--- src/hw/rtl/oaht_pkg.sv ---
`default_nettype none
package oaht_pkg;

  typedef enum logic [2:0] {
    CMD_GET   = 3'd0,
    CMD_SET   = 3'd1,
    CMD_DEL   = 3'd2,
    CMD_CLEAR = 3'd3,
    CMD_NEXT  = 3'd4
  } cmd_e;

  typedef enum logic [1:0] {
    RES_OK   = 2'd0,
    RES_MISS = 2'd1,
    RES_FULL = 2'd2,
    RES_BAD  = 2'd3
  } res_e;

  typedef enum logic [1:0] {
    ST_UNUSED  = 2'd0,
    ST_ACTIVE  = 2'd1,
    ST_DELETED = 2'd2
  } slot_st_e;

  typedef struct packed {
    logic [2:0]  cmd;
    logic [31:0] key;
    logic [31:0] value;
    logic [8:0]  position;
  } req_t;

  typedef struct packed {
    logic [1:0]  status;
    logic [31:0] value_out;
    logic [31:0] key_out;
    logic [8:0]  next_position;
    logic [8:0]  active_count;
  } rsp_t;

endpackage
`default_nettype wire

--- src/hw/rtl/oaht_status_mem.sv ---
`default_nettype none
// Slot status store. A per-slot valid bit tracks the clear epoch so that
// clear drops all slots at once; an invalid slot reads as unused.
module oaht_status_mem #(
  parameter int unsigned SLOTS = 256,
  parameter int unsigned AW    = 8
) (
  input  wire logic          clk_i,
  input  wire logic          rst_ni,
  input  wire logic          clear_i,
  input  wire logic [AW-1:0] raddr_i,
  output logic [1:0]         rdata_o,
  input  wire logic          we_i,
  input  wire logic [AW-1:0] waddr_i,
  input  wire logic [1:0]    wdata_i
);
  import oaht_pkg::*;

  logic [1:0]       st_mem [SLOTS];
  logic [SLOTS-1:0] vld_q;
  logic [1:0]       rd_q;
  logic             rv_q;

  always_ff @(posedge clk_i) begin
    if (we_i) begin
      st_mem[waddr_i] <= wdata_i;
    end
    rd_q <= st_mem[raddr_i];
  end

  always_ff @(posedge clk_i or negedge rst_ni) begin
    if (!rst_ni) begin
      vld_q <= '0;
      rv_q  <= 1'b0;
    end else begin
      rv_q <= vld_q[raddr_i] && !clear_i;
      if (clear_i) begin
        vld_q <= '0;
      end else if (we_i) begin
        vld_q[waddr_i] <= 1'b1;
      end
    end
  end

  assign rdata_o = rv_q ? rd_q : 2'(ST_UNUSED);
endmodule
`default_nettype wire

--- config.mk ---
export PLATFORM = sky130hd
export DESIGN_NAME = oaht_status_mem
export DESIGN_NICKNAME = d
export VERILOG_FILES = /design/src/hw/rtl/oaht_pkg.sv /design/src/hw/rtl/oaht_status_mem.sv
export SDC_FILE = /design/constraint.sdc
export NUM_CORES = 1
export LEC_CHECK = 0
export BUFFER_PORTS_ARGS = -buffer_cell sky130_fd_sc_hd__clkbuf_2
export CORE_MARGIN = 2
export CORE_UTILIZATION = 30
export CTS_CLUSTER_SIZE = 14
export DETAILED_ROUTE_END_ITERATION = 10
export GPL_TIMING_DRIVEN = 0
export MAX_ROUTING_LAYER = met4
export PLACE_DENSITY = 0.51
export SLEW_MARGIN = 20
export SYNTH_ARGS = -nofsm -noshare
export SYNTH_HDL_FRONTEND = slang
export SYNTH_SLANG_ARGS = --single-unit
--- constraint.sdc ---
create_clock -name clk_i -period 3.2 [get_ports clk_i]
set_input_delay 0.96 -clock clk_i [delete_from_list [all_inputs] [get_ports clk_i]]
set_output_delay 0.96 -clock clk_i [all_outputs]
set_load 0.02 [all_outputs]
[Yosys cells after proc, flatten, opt, wreduce, memory -nomap -nowiden]
Memory sizes are Yosys's and may differ from the RTL's. A register that Yosys moved wholly into a read port is not among the register bits.
Index checks and enable logic that the tools add are counted.
Storage, ports and cells
  bits in registers: 257
  bits of input ports: 22
  memories kept: 1
  bits in writable memories: 512
Memories
  st_mem: depth 256, bits a word 2, rd ports 1, clocked after memory_dff 1, write ports 1, RTL line oaht_status_mem.sv:19  | logic [1:0] st_mem [SLOTS];
Cells by class
  multiplexer cells: 9
  magnitude comparators: 3
  bitwise operators: 1
  reductions and logical operators: 4
Operators with widths (count)
  2-to-1 mux 256 bit: 2
  bitwise OR 256 bit: 1
  < comparator 8 x 9 -> 1 bit (second input constant): 2
  binary-select mux 1 bit (select 8 bit): 1
  demux 1 bit (select 8 bit): 1
  >= comparator 8 x 1 -> 1 bit (second input constant): 1
  2-to-1 mux 1 bit: 4
  logical AND 1 bit: 2
  2-to-1 mux 2 bit: 1
  nonzero test 2 bit: 1
  zero test 1 bit: 1

[Depth between registers and ports, before layout]
  word-level depth: 7
  mapped depth: 11

[Worst setup path after synthesis]
OpenSTA, ideal clock, no wires.
  kind: input to register
  start: input port raddr_i[1]
  end: register rd_q[1] (read register of st_mem)
  required time: 3073 ps
  data arrival time: 2829 ps
  cell stages on the path: 9
  setup slack: 244 ps
  path buffers: 3
  path through: buf_2 -> buf_2 -> clkbuf_1 -> mux4_2 -> a22oi_1 -> a21oi_1 -> nor4_1 -> nor2_1 -> or3_1
RTL lines
  start, declared: RTL line oaht_status_mem.sv:11  | input wire logic [AW-1:0] raddr_i,
  end, declared: RTL line oaht_status_mem.sv:21  | logic [1:0] rd_q;

==> flow_summary.toml <==
[yosys]
postSynthAreaPerCell_um2 = 14.77
ys_async_sr_fraction = 0.3333
synth-edff-count = 512
ys.flop_type = "edfxtp_1"
synth_warnings = 0
ys_ff_latch = 771
syn-num-nets = 2154
ys_seq_area_frac = 0.6938
yosysUniqueCellTypes = 40
synth.cell_area_um2 = 31490
netlist_instances = 2132

[cells_and_area]
layout_common_cells = "nor2_1 (716), edfxtp_1 (512), dfrtp_1 (257)"
final_cells = 3695
final_common_cell = "nor2_1"
final_core_util = 0.3506
syn2layout_area_growth_pct = 15.56
final_area_um2 = 36390
drive_gt1_frac = 0.1876
fin_nets = 2261

[grt]
gr-total-overflow = 0
grt_max_degree = 118
grt_pass1_vias = 19820
grt_first_pass_wirelength_mm = 144.2
antenna_found_initial = 6
grt.total_usage = 0.1960

[clock_tree]
clkTransAtPathRegs_ps = 60
htreeDepth = 3
hold_buffers = 0
cts_buffers = 83
clock_sinks = 771
cts_tree = "done"
cts.path.max_buffers = 3
post_cts_buffers = 0
clkLatencyLatePin_ps = 640
clock-root-buffer = "clkbuf_16"

[worst_setup_path]
crit_top_cell = "nor2_1"
cp_slowest_cell = "nor4_2"
cp.required_ps = 3720
crit_type = "primary input to register"
worst_ep_arrival_time_ps = 3740
cp-start-kind = "primary input"
r2r-end = "rd_q[0]$_DFF_P_"
cp_cell_sequence = "clkbuf_2 > buf_2 > nor2_1 > buf_1 > a22oi_1 > a21oi_1 > nor4_2 > nor2_1 > or3_1"
rrSetupSlack_ps = 800
critPathCaptureType = "register"
cp.depth = 9
cp-endpoint = "rd_q[1]$_DFF_P_"
startpoint = "raddr_i[2]"
critPathBufInv = 3
cp_max_fo = 10
path_delay_family = "simple AND/OR/NAND/NOR gates"
crit-reg2reg-launch = "st_mem[187][0]$_DFFE_PP_"
slowest_delay_ps = 480
reg2reg_depth = 6

[placement]
placed_area_um2 = 33560
dp_slack_ps = -1192
dp.final_hpwl_mm = 70.26
dp.cells = 3534
io_buffers = 14
gp_congestion = 0.8724

[pwr]
seqPwrFrac = 0.497
irDropWorstVdd_mv = 0.3218
total_power_mw = 21.50
p_int_mw = 16.68
p_sw_frac = 0.2245
leakage_nw = 12.70
power.share.clock = 0.445
switchingPower_mw = 4.827
p_comb_frac = 0.058
powerDensity_nw_per_um2 = 591.0

[sta]
slew_headroom = 0.3482
setup_violations = 1
skew_ps = 24.89
hold_viol = 0
fin_ws_ps = -13.47
fmax_ghz = 0.3112
rsz0062_at_grt = "yes"
maxSlewViolCount = 0
worst_slew_pin_slew_ps = 977.8
post-route-period-util = 1.004
fin_crit_ps = 3213
fin_setup_tns_ps = -13.47
holdWs_ps = 322.2

[hold_path]
min_path_type = "primary input to asynchronous set/reset pin"

[die]
dieArea_um2 = 107600
dieHeight_um = 328.0
pin_count = 24
die_w_um = 328.0
core_area_um2 = 103800
floorplan.rows = 118
initial_core_util = 0.3034

[detailed_routing]
first_iter_violations = 2448
wirelength_mm = 102.6
drc = 0
wl_per_cell_um = 27.76
vias_per_cell = 5.279
vias = 19510
drtPass1Iterations = 5
antenna_left = 0

[run_status]
status = "complete, but fails checks"
violations = "setup timing"

[flow_run]
cap_violations = 0
## power groups by stage
stage	Sequential, mW	Clock (mW)	Combinational [mW]
2_1_floorplan	10.9	0	0.567
3_3_place_gp	10.9	0	1.17
3_5_place_dp	10.9	0	1.22
4_1_cts	10.7	9.71	1.23
5_1_grt	10.7	10.1	1.30
6_report	10.7	9.58	1.24
## cell families (layout without fill, tap and decap cells)
family          count (synthesis)  in the layout  share of synthesized area
other cells                     0              7                          0
simple gates                  828            828                     0.1041
buf+inv                       144            320                    0.02134
flops                         771            771                     0.6938
mux                           210            210                     0.1388
compound gates                179            179                    0.04200
## cell type report
| class | count | area (um2) |
|---|---|---|
| Inverter | 4 | 15.01 |
| Multi-Input combinational cell | 1217 | 9004 |
| Clock inverter | 34 | 314.1 |
| Timing Repair Buffer | 22 | 316.6 |
| Clock buffer | 120 | 2381 |
| Sequential cell | 771 | 21850 |
| Buffer | 140 | 767.0 |
| Tap cell | 1380 | 1727 |
| Fill cell | 9922 | 67400 |
| Antenna cell | 7 | 17.52 |
## worst min path at each step
stage                                       from  cells after the start                      to
after floorplan           vld_q[106]$_DFFE_PN0P_                      2  vld_q[106]$_DFFE_PN0P_
after global placement     vld_q[12]$_DFFE_PN0P_                      2   vld_q[12]$_DFFE_PN0P_
after detailed placement    vld_q[8]$_DFFE_PN0P_                      2    vld_q[8]$_DFFE_PN0P_
after CTS                                 rst_ni                      1   vld_q[92]$_DFFE_PN0P_
after global routing                      rst_ni                      1   vld_q[95]$_DFFE_PN0P_
final                                     rst_ni                      1   vld_q[92]$_DFFE_PN0P_
## what timing repair did
item	4_1_cts	5_1_grt
gates cloned	0	0
pin swaps	0	0
resized for setup	32	11
setup endpoints to repair	3	3
## layer usage
layer  GRT usage  vias up  wire (um)
li1            -     8103          -
met1      0.2457    10330      41200
met2      0.3018      897      47920
met4     0.07569        0       3820
met3     0.05459      177       9625
met5           -        -          0
## sequential cells by signal (all words and copies together), names as in the netlist
| signal | flops |
|---|---|
| st_mem | 512 |
| vld_q | 256 |
| rv_q | 1 |
| rd_q | 2 |
## Yosys cell counts (3+ instances only)
cell | count | area [um2]
mux4_2 | 181 | 4076
or3_1 | 3 | 18.77
mux2i_1 | 26 | 260.3
edfxtp_1 | 512 | 15370
o21ai_0 | 5 | 25.02
inv_1 | 3 | 11.26
buf_4 | 9 | 67.56
nand2b_1 | 8 | 50.05
nor3_1 | 9 | 45.04
nand2_1 | 27 | 101.4
a211oi_1 | 4 | 30.03
clkbuf_1 | 99 | 371.6
buf_2 | 12 | 60.06
buf_1 | 9 | 33.78
nand3_1 | 25 | 125.1
o21ba_2 | 30 | 300.3
o221ai_1 | 11 | 96.34
a21oi_1 | 43 | 215.2
nor2b_1 | 14 | 87.58
o22ai_1 | 8 | 50.05
and2_1 | 5 | 31.28
nor4_1 | 8 | 50.05
buf_6 | 11 | 123.9
nand4_1 | 10 | 62.56
a22oi_1 | 65 | 488.0
dfrtp_1 | 257 | 6431
nor2_1 | 716 | 2688
mux2_2 | 3 | 33.78
Power figures use the tool's default switching activity.
